$ cat src/rtl/qmdec_pkg.sv
// Package for the QM binary arithmetic decoder.
// Holds the commands, the controller states, the control structs and the estimation ROM.
// No dependencies.
package qmdec_pkg;

   localparam int FifoDepthDefault = 16;

   localparam logic [16:0] AMin    = 17'h08000;
   localparam logic [5:0]  CtInit  = 6'b110000;
   localparam logic [7:0]  ByteFF  = 8'hFF;
   localparam logic [6:0]  IdxMax  = 7'd113;

   typedef enum logic [1:0] {
      CMD_PUSH    = 2'd0,
      CMD_DECODE  = 2'd1,
      CMD_REPRIME = 2'd2,
      CMD_NONE    = 2'd3
   } command_type;

   typedef enum logic [1:0] {
      BSEL_ZERO,
      BSEL_MEM,
      BSEL_FF
   } bsel_type;

   typedef enum logic [2:0] {
      S_IDLE,
      S_NORM,
      S_FREAD,
      S_FGET,
      S_RREAD,
      S_RGET,
      S_DEC1,
      S_DEC2
   } state_type;

   typedef struct packed {
      logic     accept;
      logic     push;
      logic     reprime;
      logic     shift_plain;
      logic     shift_byte;
      bsel_type byte_sel;
      logic     pop;
      logic     latch_marker;
      logic     dec1;
      logic     dec2;
   } ctl_type;

   typedef struct packed {
      logic a_low;
      logic need_byte;
      logic fifo_empty;
      logic marker_set;
      logic rd_is_ff;
      logic rd_is_zero;
      logic out_stall;
   } sts_type;

   function automatic logic [31:0] romv(input logic [15:0] qe, input logic [6:0] lps,
                                        input logic [7:0] mps, input logic sw);
      return {qe, mps, sw, lps};
   endfunction

   // Qe[31:16], next MPS index[15:8], switch[7], next LPS index[6:0]
   function automatic logic [31:0] est_entry(input logic [6:0] idx);
      logic [31:0] e;
      unique case (idx)
         7'd0:   e = romv(16'h5a1d,   7'd1,   8'd1, 1'b1);
         7'd1:   e = romv(16'h2586,  7'd14,   8'd2, 1'b0);
         7'd2:   e = romv(16'h1114,  7'd16,   8'd3, 1'b0);
         7'd3:   e = romv(16'h080b,  7'd18,   8'd4, 1'b0);
         7'd4:   e = romv(16'h03d8,  7'd20,   8'd5, 1'b0);
         7'd5:   e = romv(16'h01da,  7'd23,   8'd6, 1'b0);
         7'd6:   e = romv(16'h00e5,  7'd25,   8'd7, 1'b0);
         7'd7:   e = romv(16'h006f,  7'd28,   8'd8, 1'b0);
         7'd8:   e = romv(16'h0036,  7'd30,   8'd9, 1'b0);
         7'd9:   e = romv(16'h001a,  7'd33,  8'd10, 1'b0);
         7'd10:  e = romv(16'h000d,  7'd35,  8'd11, 1'b0);
         7'd11:  e = romv(16'h0006,   7'd9,  8'd12, 1'b0);
         7'd12:  e = romv(16'h0003,  7'd10,  8'd13, 1'b0);
         7'd13:  e = romv(16'h0001,  7'd12,  8'd13, 1'b0);
         7'd14:  e = romv(16'h5a7f,  7'd15,  8'd15, 1'b1);
         7'd15:  e = romv(16'h3f25,  7'd36,  8'd16, 1'b0);
         7'd16:  e = romv(16'h2cf2,  7'd38,  8'd17, 1'b0);
         7'd17:  e = romv(16'h207c,  7'd39,  8'd18, 1'b0);
         7'd18:  e = romv(16'h17b9,  7'd40,  8'd19, 1'b0);
         7'd19:  e = romv(16'h1182,  7'd42,  8'd20, 1'b0);
         7'd20:  e = romv(16'h0cef,  7'd43,  8'd21, 1'b0);
         7'd21:  e = romv(16'h09a1,  7'd45,  8'd22, 1'b0);
         7'd22:  e = romv(16'h072f,  7'd46,  8'd23, 1'b0);
         7'd23:  e = romv(16'h055c,  7'd48,  8'd24, 1'b0);
         7'd24:  e = romv(16'h0406,  7'd49,  8'd25, 1'b0);
         7'd25:  e = romv(16'h0303,  7'd51,  8'd26, 1'b0);
         7'd26:  e = romv(16'h0240,  7'd52,  8'd27, 1'b0);
         7'd27:  e = romv(16'h01b1,  7'd54,  8'd28, 1'b0);
         7'd28:  e = romv(16'h0144,  7'd56,  8'd29, 1'b0);
         7'd29:  e = romv(16'h00f5,  7'd57,  8'd30, 1'b0);
         7'd30:  e = romv(16'h00b7,  7'd59,  8'd31, 1'b0);
         7'd31:  e = romv(16'h008a,  7'd60,  8'd32, 1'b0);
         7'd32:  e = romv(16'h0068,  7'd62,  8'd33, 1'b0);
         7'd33:  e = romv(16'h004e,  7'd63,  8'd34, 1'b0);
         7'd34:  e = romv(16'h003b,  7'd32,  8'd35, 1'b0);
         7'd35:  e = romv(16'h002c,  7'd33,   8'd9, 1'b0);
         7'd36:  e = romv(16'h5ae1,  7'd37,  8'd37, 1'b1);
         7'd37:  e = romv(16'h484c,  7'd64,  8'd38, 1'b0);
         7'd38:  e = romv(16'h3a0d,  7'd65,  8'd39, 1'b0);
         7'd39:  e = romv(16'h2ef1,  7'd67,  8'd40, 1'b0);
         7'd40:  e = romv(16'h261f,  7'd68,  8'd41, 1'b0);
         7'd41:  e = romv(16'h1f33,  7'd69,  8'd42, 1'b0);
         7'd42:  e = romv(16'h19a8,  7'd70,  8'd43, 1'b0);
         7'd43:  e = romv(16'h1518,  7'd72,  8'd44, 1'b0);
         7'd44:  e = romv(16'h1177,  7'd73,  8'd45, 1'b0);
         7'd45:  e = romv(16'h0e74,  7'd74,  8'd46, 1'b0);
         7'd46:  e = romv(16'h0bfb,  7'd75,  8'd47, 1'b0);
         7'd47:  e = romv(16'h09f8,  7'd77,  8'd48, 1'b0);
         7'd48:  e = romv(16'h0861,  7'd78,  8'd49, 1'b0);
         7'd49:  e = romv(16'h0706,  7'd79,  8'd50, 1'b0);
         7'd50:  e = romv(16'h05cd,  7'd48,  8'd51, 1'b0);
         7'd51:  e = romv(16'h04de,  7'd50,  8'd52, 1'b0);
         7'd52:  e = romv(16'h040f,  7'd50,  8'd53, 1'b0);
         7'd53:  e = romv(16'h0363,  7'd51,  8'd54, 1'b0);
         7'd54:  e = romv(16'h02d4,  7'd52,  8'd55, 1'b0);
         7'd55:  e = romv(16'h025c,  7'd53,  8'd56, 1'b0);
         7'd56:  e = romv(16'h01f8,  7'd54,  8'd57, 1'b0);
         7'd57:  e = romv(16'h01a4,  7'd55,  8'd58, 1'b0);
         7'd58:  e = romv(16'h0160,  7'd56,  8'd59, 1'b0);
         7'd59:  e = romv(16'h0125,  7'd57,  8'd60, 1'b0);
         7'd60:  e = romv(16'h00f6,  7'd58,  8'd61, 1'b0);
         7'd61:  e = romv(16'h00cb,  7'd59,  8'd62, 1'b0);
         7'd62:  e = romv(16'h00ab,  7'd61,  8'd63, 1'b0);
         7'd63:  e = romv(16'h008f,  7'd61,  8'd32, 1'b0);
         7'd64:  e = romv(16'h5b12,  7'd65,  8'd65, 1'b1);
         7'd65:  e = romv(16'h4d04,  7'd80,  8'd66, 1'b0);
         7'd66:  e = romv(16'h412c,  7'd81,  8'd67, 1'b0);
         7'd67:  e = romv(16'h37d8,  7'd82,  8'd68, 1'b0);
         7'd68:  e = romv(16'h2fe8,  7'd83,  8'd69, 1'b0);
         7'd69:  e = romv(16'h293c,  7'd84,  8'd70, 1'b0);
         7'd70:  e = romv(16'h2379,  7'd86,  8'd71, 1'b0);
         7'd71:  e = romv(16'h1edf,  7'd87,  8'd72, 1'b0);
         7'd72:  e = romv(16'h1aa9,  7'd87,  8'd73, 1'b0);
         7'd73:  e = romv(16'h174e,  7'd72,  8'd74, 1'b0);
         7'd74:  e = romv(16'h1424,  7'd72,  8'd75, 1'b0);
         7'd75:  e = romv(16'h119c,  7'd74,  8'd76, 1'b0);
         7'd76:  e = romv(16'h0f6b,  7'd74,  8'd77, 1'b0);
         7'd77:  e = romv(16'h0d51,  7'd75,  8'd78, 1'b0);
         7'd78:  e = romv(16'h0bb6,  7'd77,  8'd79, 1'b0);
         7'd79:  e = romv(16'h0a40,  7'd77,  8'd48, 1'b0);
         7'd80:  e = romv(16'h5832,  7'd80,  8'd81, 1'b1);
         7'd81:  e = romv(16'h4d1c,  7'd88,  8'd82, 1'b0);
         7'd82:  e = romv(16'h438e,  7'd89,  8'd83, 1'b0);
         7'd83:  e = romv(16'h3bdd,  7'd90,  8'd84, 1'b0);
         7'd84:  e = romv(16'h34ee,  7'd91,  8'd85, 1'b0);
         7'd85:  e = romv(16'h2eae,  7'd92,  8'd86, 1'b0);
         7'd86:  e = romv(16'h299a,  7'd93,  8'd87, 1'b0);
         7'd87:  e = romv(16'h2516,  7'd86,  8'd71, 1'b0);
         7'd88:  e = romv(16'h5570,  7'd88,  8'd89, 1'b1);
         7'd89:  e = romv(16'h4ca9,  7'd95,  8'd90, 1'b0);
         7'd90:  e = romv(16'h44d9,  7'd96,  8'd91, 1'b0);
         7'd91:  e = romv(16'h3e22,  7'd97,  8'd92, 1'b0);
         7'd92:  e = romv(16'h3824,  7'd99,  8'd93, 1'b0);
         7'd93:  e = romv(16'h32b4,  7'd99,  8'd94, 1'b0);
         7'd94:  e = romv(16'h2e17,  7'd93,  8'd86, 1'b0);
         7'd95:  e = romv(16'h56a8,  7'd95,  8'd96, 1'b1);
         7'd96:  e = romv(16'h4f46, 7'd101,  8'd97, 1'b0);
         7'd97:  e = romv(16'h47e5, 7'd102,  8'd98, 1'b0);
         7'd98:  e = romv(16'h41cf, 7'd103,  8'd99, 1'b0);
         7'd99:  e = romv(16'h3c3d, 7'd104, 8'd100, 1'b0);
         7'd100: e = romv(16'h375e,  7'd99,  8'd93, 1'b0);
         7'd101: e = romv(16'h5231, 7'd105, 8'd102, 1'b0);
         7'd102: e = romv(16'h4c0f, 7'd106, 8'd103, 1'b0);
         7'd103: e = romv(16'h4639, 7'd107, 8'd104, 1'b0);
         7'd104: e = romv(16'h415e, 7'd103,  8'd99, 1'b0);
         7'd105: e = romv(16'h5627, 7'd105, 8'd106, 1'b1);
         7'd106: e = romv(16'h50e7, 7'd108, 8'd107, 1'b0);
         7'd107: e = romv(16'h4b85, 7'd109, 8'd103, 1'b0);
         7'd108: e = romv(16'h5597, 7'd110, 8'd109, 1'b0);
         7'd109: e = romv(16'h504f, 7'd111, 8'd107, 1'b0);
         7'd110: e = romv(16'h5a10, 7'd110, 8'd111, 1'b1);
         7'd111: e = romv(16'h5522, 7'd112, 8'd109, 1'b0);
         7'd112: e = romv(16'h59eb, 7'd112, 8'd111, 1'b1);
         default: e = romv(16'h5a1d, 7'd113, 8'd113, 1'b0);
      endcase
      return e;
   endfunction

endpackage

$ cat src/rtl/qmdec_ctrl.sv
// Controller state machine of the QM binary arithmetic decoder.
// Sequences word acceptance, renormalization, byte fetch and the decision.
// Depends on qmdec_pkg.
module qmdec_ctrl (
   input  logic                 clock,
   input  logic                 reset,
   input  logic                 req_valid,
   output logic                 req_ready,
   input  logic [1:0]           req_command,
   input  qmdec_pkg::sts_type   sts,
   output qmdec_pkg::ctl_type   ctl
);

   qmdec_pkg::state_type state_ff, state_in;

   always_ff @(posedge clock) begin
      if (reset) begin
         state_ff <= qmdec_pkg::S_IDLE;
      end else begin
         state_ff <= state_in;
      end
   end

   always_comb begin
      state_in     = state_ff;
      req_ready    = 1'b0;
      ctl          = '0;
      ctl.byte_sel = qmdec_pkg::BSEL_ZERO;
      unique case (state_ff)
         qmdec_pkg::S_IDLE: begin
            req_ready = 1'b1;
            if (req_valid) begin
               ctl.accept = 1'b1;
               unique case (qmdec_pkg::command_type'(req_command))
                  qmdec_pkg::CMD_PUSH:    ctl.push = 1'b1;
                  qmdec_pkg::CMD_DECODE:  state_in = qmdec_pkg::S_NORM;
                  qmdec_pkg::CMD_REPRIME: ctl.reprime = 1'b1;
                  default:                ;
               endcase
            end
         end
         qmdec_pkg::S_NORM: begin
            if (!sts.a_low) begin
               state_in = qmdec_pkg::S_DEC1;
            end else if (!sts.need_byte) begin
               ctl.shift_plain = 1'b1;
            end else if (sts.marker_set || sts.fifo_empty) begin
               ctl.shift_byte = 1'b1;
            end else begin
               state_in = qmdec_pkg::S_FREAD;
            end
         end
         qmdec_pkg::S_FREAD: state_in = qmdec_pkg::S_FGET;
         qmdec_pkg::S_FGET: begin
            ctl.pop = 1'b1;
            if (sts.rd_is_ff) begin
               state_in = qmdec_pkg::S_RREAD;
            end else begin
               ctl.shift_byte = 1'b1;
               ctl.byte_sel   = qmdec_pkg::BSEL_MEM;
               state_in       = qmdec_pkg::S_NORM;
            end
         end
         qmdec_pkg::S_RREAD: state_in = qmdec_pkg::S_RGET;
         qmdec_pkg::S_RGET: begin
            if (sts.fifo_empty) begin
               ctl.shift_byte = 1'b1;
               ctl.byte_sel   = qmdec_pkg::BSEL_FF;
               state_in       = qmdec_pkg::S_NORM;
            end else begin
               ctl.pop = 1'b1;
               if (sts.rd_is_ff) begin
                  state_in = qmdec_pkg::S_RREAD;
               end else if (sts.rd_is_zero) begin
                  ctl.shift_byte = 1'b1;
                  ctl.byte_sel   = qmdec_pkg::BSEL_FF;
                  state_in       = qmdec_pkg::S_NORM;
               end else begin
                  ctl.latch_marker = 1'b1;
                  ctl.shift_byte   = 1'b1;
                  state_in         = qmdec_pkg::S_NORM;
               end
            end
         end
         qmdec_pkg::S_DEC1: begin
            ctl.dec1 = 1'b1;
            state_in = qmdec_pkg::S_DEC2;
         end
         qmdec_pkg::S_DEC2: begin
            if (!sts.out_stall) begin
               ctl.dec2 = 1'b1;
               state_in = qmdec_pkg::S_IDLE;
            end
         end
         default: state_in = qmdec_pkg::S_IDLE;
      endcase
   end

endmodule

$ cat src/rtl/qmdec_datapath.sv
// Datapath of the QM binary arithmetic decoder: A, C, CT, marker latch,
// byte FIFO memory, decision logic and result register. Depends on qmdec_pkg.
module qmdec_datapath #(
   parameter int FIFO_DEPTH = qmdec_pkg::FifoDepthDefault
) (
   input  logic                clock,
   input  logic                reset,
   input  qmdec_pkg::ctl_type  ctl,
   output qmdec_pkg::sts_type  sts,
   input  logic [7:0]          req_byte_value,
   input  logic [7:0]          req_context_state,
   output logic                rsp_valid,
   input  logic                rsp_ready,
   output logic                rsp_decoded_bit,
   output logic [7:0]          rsp_new_context_state,
   output logic                rsp_marker_seen,
   output logic [7:0]          rsp_marker_code
);

   localparam int AW = $clog2(FIFO_DEPTH);
   localparam int FW = $clog2(FIFO_DEPTH + 1);
   localparam logic [AW-1:0] LastAddr = AW'(FIFO_DEPTH - 1);
   localparam logic [AW:0]   DepthW   = (AW + 1)'(FIFO_DEPTH);
   localparam logic [FW-1:0] DepthF   = FW'(FIFO_DEPTH);

   logic [7:0]        fifo_mem [FIFO_DEPTH];
   logic [7:0]        rd_ff;
   logic [AW-1:0]     head_ff, head_in, tail;
   logic [FW-1:0]     fill_ff, fill_in;
   logic [AW:0]       tail_sum;
   logic [16:0]       a_ff, a_in, a_pre;
   logic [31:0]       c_ff, c_in, t_val;
   logic signed [5:0] ct_ff, ct_in, ct7, ct8;
   logic [7:0]        mk_ff, mk_in, byte_val;
   logic [7:0]        ctx_ff;
   logic [15:0]       qe_ff;
   logic [7:0]        nm_ff, nl_ff;
   logic [31:0]       entry;
   logic              full;
   logic              a_lt_qe;
   logic              rv_ff, rv_in;
   logic              bit_ff;
   logic [7:0]        nctx_ff, nctx;
   logic              sv_bit;
   logic              mks_ff;
   logic [7:0]        mkc_ff;

   assign full     = (fill_ff == DepthF);
   assign tail_sum = {1'b0, head_ff} + (AW + 1)'(fill_ff);
   assign tail     = (tail_sum >= DepthW) ? AW'(tail_sum - DepthW) : tail_sum[AW-1:0];

   always_ff @(posedge clock) begin
      rd_ff <= fifo_mem[head_ff];
      if (ctl.push && !full) begin
         fifo_mem[tail] <= req_byte_value;
      end
   end

   assign entry = qmdec_pkg::est_entry((ctx_ff[6:0] > qmdec_pkg::IdxMax) ?
                                       qmdec_pkg::IdxMax : ctx_ff[6:0]);

   always_comb begin
      unique case (ctl.byte_sel)
         qmdec_pkg::BSEL_MEM: byte_val = rd_ff;
         qmdec_pkg::BSEL_FF:  byte_val = qmdec_pkg::ByteFF;
         default:             byte_val = 8'h00;
      endcase
   end

   assign ct7     = ct_ff + 6'sd7;
   assign ct8     = ct_ff + 6'sd8;
   assign t_val   = 32'(a_ff) << ct_ff[2:0];
   assign a_lt_qe = (a_ff < {1'b0, qe_ff});

   always_comb begin
      a_in    = a_ff;
      c_in    = c_ff;
      ct_in   = ct_ff;
      mk_in   = mk_ff;
      head_in = head_ff;
      fill_in = fill_ff;
      a_pre   = a_ff;
      nctx    = ctx_ff;
      sv_bit  = ctx_ff[7];
      if (ctl.reprime) begin
         a_in  = '0;
         c_in  = '0;
         ct_in = qmdec_pkg::CtInit;
         mk_in = '0;
      end
      if (ctl.shift_plain) begin
         ct_in = ct_ff - 6'sd1;
         a_in  = {a_ff[15:0], 1'b0};
      end
      if (ctl.shift_byte) begin
         c_in = {c_ff[23:0], byte_val};
         if (ct7 < 0) begin
            ct_in = ct8;
            if (ct8 == 0) begin
               a_pre = qmdec_pkg::AMin;
            end
         end else begin
            ct_in = ct7;
         end
         a_in = {a_pre[15:0], 1'b0};
      end
      if (ctl.latch_marker) begin
         mk_in = rd_ff;
      end
      if (ctl.pop) begin
         head_in = (head_ff == LastAddr) ? '0 : head_ff + 1'b1;
         fill_in = fill_ff - 1'b1;
      end
      if (ctl.push && !full) begin
         fill_in = fill_ff + 1'b1;
      end
      if (ctl.dec1) begin
         a_in = a_ff - {1'b0, entry[31:16]};
      end
      if (ctl.dec2) begin
         if (c_ff >= t_val) begin
            c_in = c_ff - t_val;
            if (a_lt_qe) begin
               nctx = {ctx_ff[7], 7'b0} ^ nm_ff;
            end else begin
               nctx   = {ctx_ff[7], 7'b0} ^ nl_ff;
               sv_bit = ~ctx_ff[7];
            end
            a_in = {1'b0, qe_ff};
         end else if (a_ff < qmdec_pkg::AMin) begin
            if (a_lt_qe) begin
               nctx   = {ctx_ff[7], 7'b0} ^ nl_ff;
               sv_bit = ~ctx_ff[7];
            end else begin
               nctx = {ctx_ff[7], 7'b0} ^ nm_ff;
            end
         end
      end
      rv_in = rv_ff;
      if (rv_ff && rsp_ready) begin
         rv_in = 1'b0;
      end
      if (ctl.dec2) begin
         rv_in = 1'b1;
      end
   end

   always_ff @(posedge clock) begin
      if (reset) begin
         a_ff    <= '0;
         c_ff    <= '0;
         ct_ff   <= qmdec_pkg::CtInit;
         mk_ff   <= '0;
         head_ff <= '0;
         fill_ff <= '0;
         rv_ff   <= 1'b0;
      end else begin
         a_ff    <= a_in;
         c_ff    <= c_in;
         ct_ff   <= ct_in;
         mk_ff   <= mk_in;
         head_ff <= head_in;
         fill_ff <= fill_in;
         rv_ff   <= rv_in;
      end
   end

   always_ff @(posedge clock) begin
      if (ctl.accept) begin
         ctx_ff <= req_context_state;
      end
      if (ctl.dec1) begin
         qe_ff <= entry[31:16];
         nm_ff <= entry[15:8];
         nl_ff <= entry[7:0];
      end
      if (ctl.dec2) begin
         bit_ff  <= sv_bit;
         nctx_ff <= nctx;
         mks_ff  <= (mk_ff != 8'h00);
         mkc_ff  <= mk_ff;
      end
   end

   assign sts.a_low      = (a_ff < qmdec_pkg::AMin);
   assign sts.need_byte  = (ct_ff <= 0);
   assign sts.fifo_empty = (fill_ff == '0);
   assign sts.marker_set = (mk_ff != 8'h00);
   assign sts.rd_is_ff   = (rd_ff == qmdec_pkg::ByteFF);
   assign sts.rd_is_zero = (rd_ff == 8'h00);
   assign sts.out_stall  = rv_ff && !rsp_ready;

   assign rsp_valid             = rv_ff;
   assign rsp_decoded_bit       = bit_ff;
   assign rsp_new_context_state = nctx_ff;
   assign rsp_marker_seen       = mks_ff;
   assign rsp_marker_code       = mkc_ff;

endmodule

$ cat src/rtl/qcoder_binary_arith_decoder.sv
// Top level of the QM binary arithmetic decoder.
// Joins qmdec_ctrl and qmdec_datapath; depends on qmdec_pkg.
//
// Usage:
//   The req_ channel takes one word per handshake: command push appends
//   req_byte_value to the byte FIFO (dropped when full), command re-prime
//   clears A, C and the marker latch and sets CT to its initial value,
//   command decode runs one decision on req_context_state. Only a decode
//   gives a word on the rsp_ channel: the decoded bit, the context byte to
//   store back and the marker latch. Renormalization shifts A one bit per
//   cycle in S_NORM while no byte is needed; each byte pulled from the FIFO
//   passes through the single-ported memory read (S_FREAD, S_FGET), and
//   each 0xFF of a run through a further read (S_RREAD, S_RGET).
//   The result sits in an output register, so new words are accepted while
//   it waits; a second decode holds in its last cycle until the receiver
//   takes the first result. Reset empties the FIFO, clears the coder
//   registers, sets CT to its initial value and drops any pending result.
module qcoder_binary_arith_decoder #(
   parameter int FIFO_DEPTH = qmdec_pkg::FifoDepthDefault
) (
   input  logic       clock,
   input  logic       reset,
   input  logic       req_valid,
   output logic       req_ready,
   input  logic [1:0] req_command,
   input  logic [7:0] req_byte_value,
   input  logic [7:0] req_context_state,
   output logic       rsp_valid,
   input  logic       rsp_ready,
   output logic       rsp_decoded_bit,
   output logic [7:0] rsp_new_context_state,
   output logic       rsp_marker_seen,
   output logic [7:0] rsp_marker_code
);

   qmdec_pkg::ctl_type ctl;
   qmdec_pkg::sts_type sts;

   qmdec_ctrl u_ctrl (
      .clock       (clock),
      .reset       (reset),
      .req_valid   (req_valid),
      .req_ready   (req_ready),
      .req_command (req_command),
      .sts         (sts),
      .ctl         (ctl)
   );

   qmdec_datapath #(
      .FIFO_DEPTH (FIFO_DEPTH)
   ) u_datapath (
      .clock                 (clock),
      .reset                 (reset),
      .ctl                   (ctl),
      .sts                   (sts),
      .req_byte_value        (req_byte_value),
      .req_context_state     (req_context_state),
      .rsp_valid             (rsp_valid),
      .rsp_ready             (rsp_ready),
      .rsp_decoded_bit       (rsp_decoded_bit),
      .rsp_new_context_state (rsp_new_context_state),
      .rsp_marker_seen       (rsp_marker_seen),
      .rsp_marker_code       (rsp_marker_code)
   );

endmodule

$ cat config.mk
export PLATFORM = sky130hd
export DESIGN_NAME = qcoder_binary_arith_decoder
export DESIGN_NICKNAME = d
export VERILOG_FILES = /design/src/rtl/qmdec_pkg.sv /design/src/rtl/qmdec_ctrl.sv /design/src/rtl/qmdec_datapath.sv /design/src/rtl/qcoder_binary_arith_decoder.sv
export SDC_FILE = /design/constraint.sdc
export NUM_CORES = 1
export LEC_CHECK = 0
export BUFFER_PORTS_ARGS = -buffer_cell sky130_fd_sc_hd__buf_2
export CORE_MARGIN = 10
export CORE_UTILIZATION = 58
export CTS_CLUSTER_DIAMETER = 200
export DETAILED_ROUTE_END_ITERATION = 6
export PLACE_DENSITY = 0.73
export SYNTH_ARGS = -nofsm -noshare
export SYNTH_HDL_FRONTEND = slang
export SYNTH_HIERARCHICAL = 1
export SYNTH_MEMORY_MAX_BITS = 65536
export SYNTH_SLANG_ARGS = --single-unit
$ cat constraint.sdc
create_clock -name clock -period 5.7 [get_ports clock]
set_input_delay 0.57 -clock clock [delete_from_list [all_inputs] [get_ports clock]]
set_output_delay 0.57 -clock clock [all_outputs]
set_load 0.05 [all_outputs]
==> summary.txt <==
Status
  – Status: finished clean

Logic synthesis
  – Synth top area cells: sky130_fd_sc_hd__edfxtp_1, sky130_fd_sc_hd__dfxtp_1, sky130_fd_sc_hd__mux4_2, sky130_fd_sc_hd__ha_1, sky130_fd_sc_hd__a21oi_1
  – Combinational family with the most area after synthesis: compound AO/OA/AOI/OAI gates
  – Number of warnings printed during yosys synthesis: 6
  – Async S/R FF share, synth: 0%
  – Netlist area before placement: 18200 sq um
  – Adder and majority cell fraction of the synthesized area: 6.01%
  – Dominant synthesized flop cell: sky130_fd_sc_hd__edfxtp_1
  – Number of flops mapped to enable cells by yosys: 184
  – Portion of the post-synthesis area used by sequential elements: 39.6%
  – Parity-gate share of the synthesized area counting xor and xnor cells: 2.65%
  – Multiplexer share of the synthesized area: 8.15%
  – Cell type contributing the most total cell area after synthesis: sky130_fd_sc_hd__edfxtp_1
  – Post-synthesis net count: 2030
  – Mean instance size in the synthesized netlist: 9.46 sq um
  – Area fraction in and, or, nand and nor cells after synthesis: 15.0%
  – Share of the synthesized area in compound gates (AO/OA/AOI/OAI): 24.0%
  – Cells after synthesis: 1923
  – Synth top area share: 30.4%
  – Flops & latches, synth: 268
  – Count of different cell masters after synthesis: 87

Clock network
  – Setup Fix Bufs, Post-CTS: 0
  – Hold-fix buffer count after cts: 0
  – Clock transition at the registers of the reported paths: 0.07 ns
  – Total number of clock tree sinks: 268
  – Post-cts repair resize count: 0
  – Clock Path Buffers: 3
  – CTS tree: yes
  – Number of levels in the clock H-tree: 1
  – Number of clock buffers inserted by TritonCTS: 30
  – CTS root buf: sky130_fd_sc_hd__clkbuf_16
  – Insertion delay of the later-clocked pin in the worst-skew pair: 0.59 ns

Detailed routing
  – Via-to-Cell Ratio: 7.09
  – Violation count after the first detailed-route iteration: 2014
  – Number of routed nets with antenna violations: 0
  – DRC violations left: 0
  – Pre-antenna DRT Iters: 6
  – Total routed wirelength: 61600 um
  – Total number of vias: 16.6k
  – Wire length per cell after detailed routing: 26.3 um

Timing
  – Relative max-transition margin: 16.6%
  – Worst Hold Margin: 0.152 ns
  – Setup repair after global routing missed its margin: no
  – Maximum clock frequency: 189 MHz
  – Final cycle utilization of the critical path: 92.9%
  – Count of endpoints failing setup in the final report: 0
  – Worst slew pin tran: 1.25 ns
  – Final Worst Setup Slack: 0.406 ns
  – Final Critical Period: 5.29 ns
  – Final Hold Fails: 0
  – Worst clock skew: 0.0300 ns
  – Number of max-slew violations in the final report: 0
  – Final total negative setup slack: 0 ns

GRT
  – Global-route wire length before repair: 94600 um
  – Largest net degree at the start of global routing: 94
  – Met2 Track Usage GR: 49.4%
  – Overall fraction of global-route tracks in use: 31.1%
  – Met3 track demand over resource in global routing: 5.74%
  – Vias in the first global route: 15.8k
  – Antenna violations before repair: 1
  – Grt total ovfl: 0
  – Layer with the highest usage after global routing: met2
  – Met1 track utilization from global routing: 40.3%

Final layout
  – Area of the multi-input gates: 10200 sq um
  – Share of layout cells above drive strength 1: 13.4%
  – Final std cell area, no fill: 20000 sq um
  – Post-Layout Cell Count: 2343
  – Total of fill cells in the finished design: 2474
  – Number of nets in the layout: 2030
  – Growth of design area from synthesis to finish: 9.94%
  – Area used by sequential logic in the layout: 7210 sq um

Placement
  – Post-Place Cell Area: 19000 sq um
  – Estimated wirelength of the detail-placed design: 43100 um
  – GP Congestion: 1.12
  – Inst Count DP: 2287
  – Worst Setup Slack post-DPL: 0.481 ns
  – Port buffer count: 41

Setup path
  – Data arrival, critical path: 5.76 ns
  – R2r setup slk: 0.41 ns
  – Length in cells of the worst reg-to-reg path: 20
  – R2r endpoint: u_datapath/a_ff[16]
  – Setup Crit Path Kind: flop to flop
  – Critical-path maximum fanout: 8
  – Type of destination of the critical path: flop
  – R2R Path Start: u_datapath/ctx_ff[4]
  – Type of origin of the critical path: flop
  – Endpoint required time on the critical path: 6.17 ns

Hold path
  – Number of cells on the worst hold path: 1
  – Hold WC Path Type: input pin to flop
  – Critical hold path startpoint: req_context_state[0]
  – End point of the most critical hold path: u_datapath/ctx_ff[0]

Pwr
  – Power density relative to cell area: 468 nW/um^2
  – Comb pwr share: 53.6%
  – Leak Pwr: 7.33 nW
  – Peak ir drop on the vdd network: 428 uV
  – Reported net switching power: 4.19 mW
  – Clk pwr share: 21.6%
  – Cell-internal power: 5.17 mW
  – Switching power share of the total: 44.8%
  – Sequential share of power: 24.8%

Die
  – # rows: 64
  – DIE AREA: 38800 sq um
  – Chip height: 197 um
  – Die outline width: 197 um
  – Num ports: 42
  – Initial Util: 59.2%
  – Placeable Area: 30700 sq um

Flow run
  – Max Cap Violations: 0
==> area by class of cell <==
type	instances	share of cell area, %
tap	396	2.48
clock inverter	21	1.30
multi-input combinational	1445	51.0
timing repair buffer	122	4.19
antenna	1	0.0125
clock buffer	34	3.88
sequential	268	36.0
inverter	56	1.05
==> layout by cell type (no fill, tap or decap), types with 59 or more instances in the layout <==
master and n:
sky130_fd_sc_hd__ha_1 81, sky130_fd_sc_hd__a21oi_1 167, sky130_fd_sc_hd__edfxtp_1 184, sky130_fd_sc_hd__o21ai_0 121
sky130_fd_sc_hd__buf_4 79, sky130_fd_sc_hd__nand2_1 165, sky130_fd_sc_hd__nor2_1 161, sky130_fd_sc_hd__nand3_1 59
sky130_fd_sc_hd__a211oi_1 65, sky130_fd_sc_hd__dfxtp_1 83
==> routing by layer <==
metal,share of wire [%],vias to the layer above
met5,0,-
met4,5.4,0
met3,9.7,234
met2,46,1035
met1,39,7955
li1,-,7390
==> synth_stat cells (all sizes together), types with 42 or more instances <==
cell type  instances
clkbuf           117
dfxtp             84
inv               53
o21ai            122
nor2             165
nand3             60
nor3              42
mux4              49
nand2            165
a211oi            66
edfxtp           184
a21oi            168
ha                81
==> power by group through the flow <==
stage / logic (mW) / registers [mW] / clock network, mW
5_1_grt: 5.36 / 2.34 / 2.12
6_report: 5.02 / 2.32 / 2.03
3_3_place_gp: 4.79 / 2.36 / 0
2_1_floorplan: 3.44 / 2.30 / 0
3_5_place_dp: 4.80 / 2.36 / 0
4_1_cts: 4.84 / 2.32 / 2.06
==> critical path: stages, from the launching register on <==
cell	delay, ns
sky130_fd_sc_hd__edfxtp_1	0.41
sky130_fd_sc_hd__nand3_1	0.33
sky130_fd_sc_hd__o21a_1	0.39
sky130_fd_sc_hd__inv_1	0.21
sky130_fd_sc_hd__ha_1	0.38
sky130_fd_sc_hd__o21ai_0	0.14
sky130_fd_sc_hd__nand2_1	0.08
sky130_fd_sc_hd__a21oi_1	0.07
sky130_fd_sc_hd__a2111oi_1	0.48
sky130_fd_sc_hd__buf_4	0.21
sky130_fd_sc_hd__o21ai_0	0.11
sky130_fd_sc_hd__and2_1	0.24
sky130_fd_sc_hd__fa_1	0.42
sky130_fd_sc_hd__a21o_1	0.19
sky130_fd_sc_hd__a21o_1	0.23
sky130_fd_sc_hd__a211oi_1	0.25
sky130_fd_sc_hd__a211oi_1	0.12
sky130_fd_sc_hd__o311a_1	0.38
sky130_fd_sc_hd__nor3_1	0.18
sky130_fd_sc_hd__xnor2_1	0.09
sky130_fd_sc_hd__a221oi_1	0.27
==> state kept, by name, indices dropped and copies added, names as in the netlist <==
register and count:
u_datapath/nm_ff 7, u_datapath/head_ff 4, u_ctrl/state_ff 3, u_datapath/rsp_new_context_state 8
u_datapath/c_ff 32, u_datapath/rsp_marker_seen 1, u_datapath/fifo_mem 128, u_datapath/ct_ff 6
u_datapath/ctx_ff 8, u_datapath/nl_ff 8, u_datapath/rsp_decoded_bit 1, u_datapath/rsp_marker_code 8
u_datapath/mk_ff 8, u_datapath/qe_ff 15, u_datapath/rd_ff 8, u_datapath/fill_ff 5
u_datapath/rsp_valid 1, u_datapath/a_ff 17
==> kinds of logic after synthesis <==
kind of cell               after synthesis
xor gates and xnor gates                55
AOI/OAI and AO/OA                      651
and+or+nand+nor                        568
DFF                                    268
buffers and inverters                  210
muxes                                   86
adders and majority gates               85
==> metrics by stage <==
step                utilization, %  power (mW)
finish                        65.0        9.37
global route                  65.0        9.82
CTS                           65.0        9.21
detailed placement            61.7        7.16
global placement              61.7        7.15
floorplan                        -        5.75
==> how the worst max path moves through the flow <==
| stage | startpoint | endpoint |
|---|---|---|
| floorplan | u_datapath/ctx_ff[5] | u_datapath/a_ff[16] |
| global placement | u_datapath/ctx_ff[4] | u_datapath/a_ff[16] |
| detailed placement | u_datapath/ctx_ff[4] | u_datapath/a_ff[16] |
| CTS | u_datapath/ctx_ff[4] | u_datapath/a_ff[16] |
| global route | u_datapath/ctx_ff[4] | u_datapath/a_ff[16] |
| finish | u_datapath/ctx_ff[4] | u_datapath/a_ff[16] |
No activity file was read; power rests on OpenSTA's default activity.
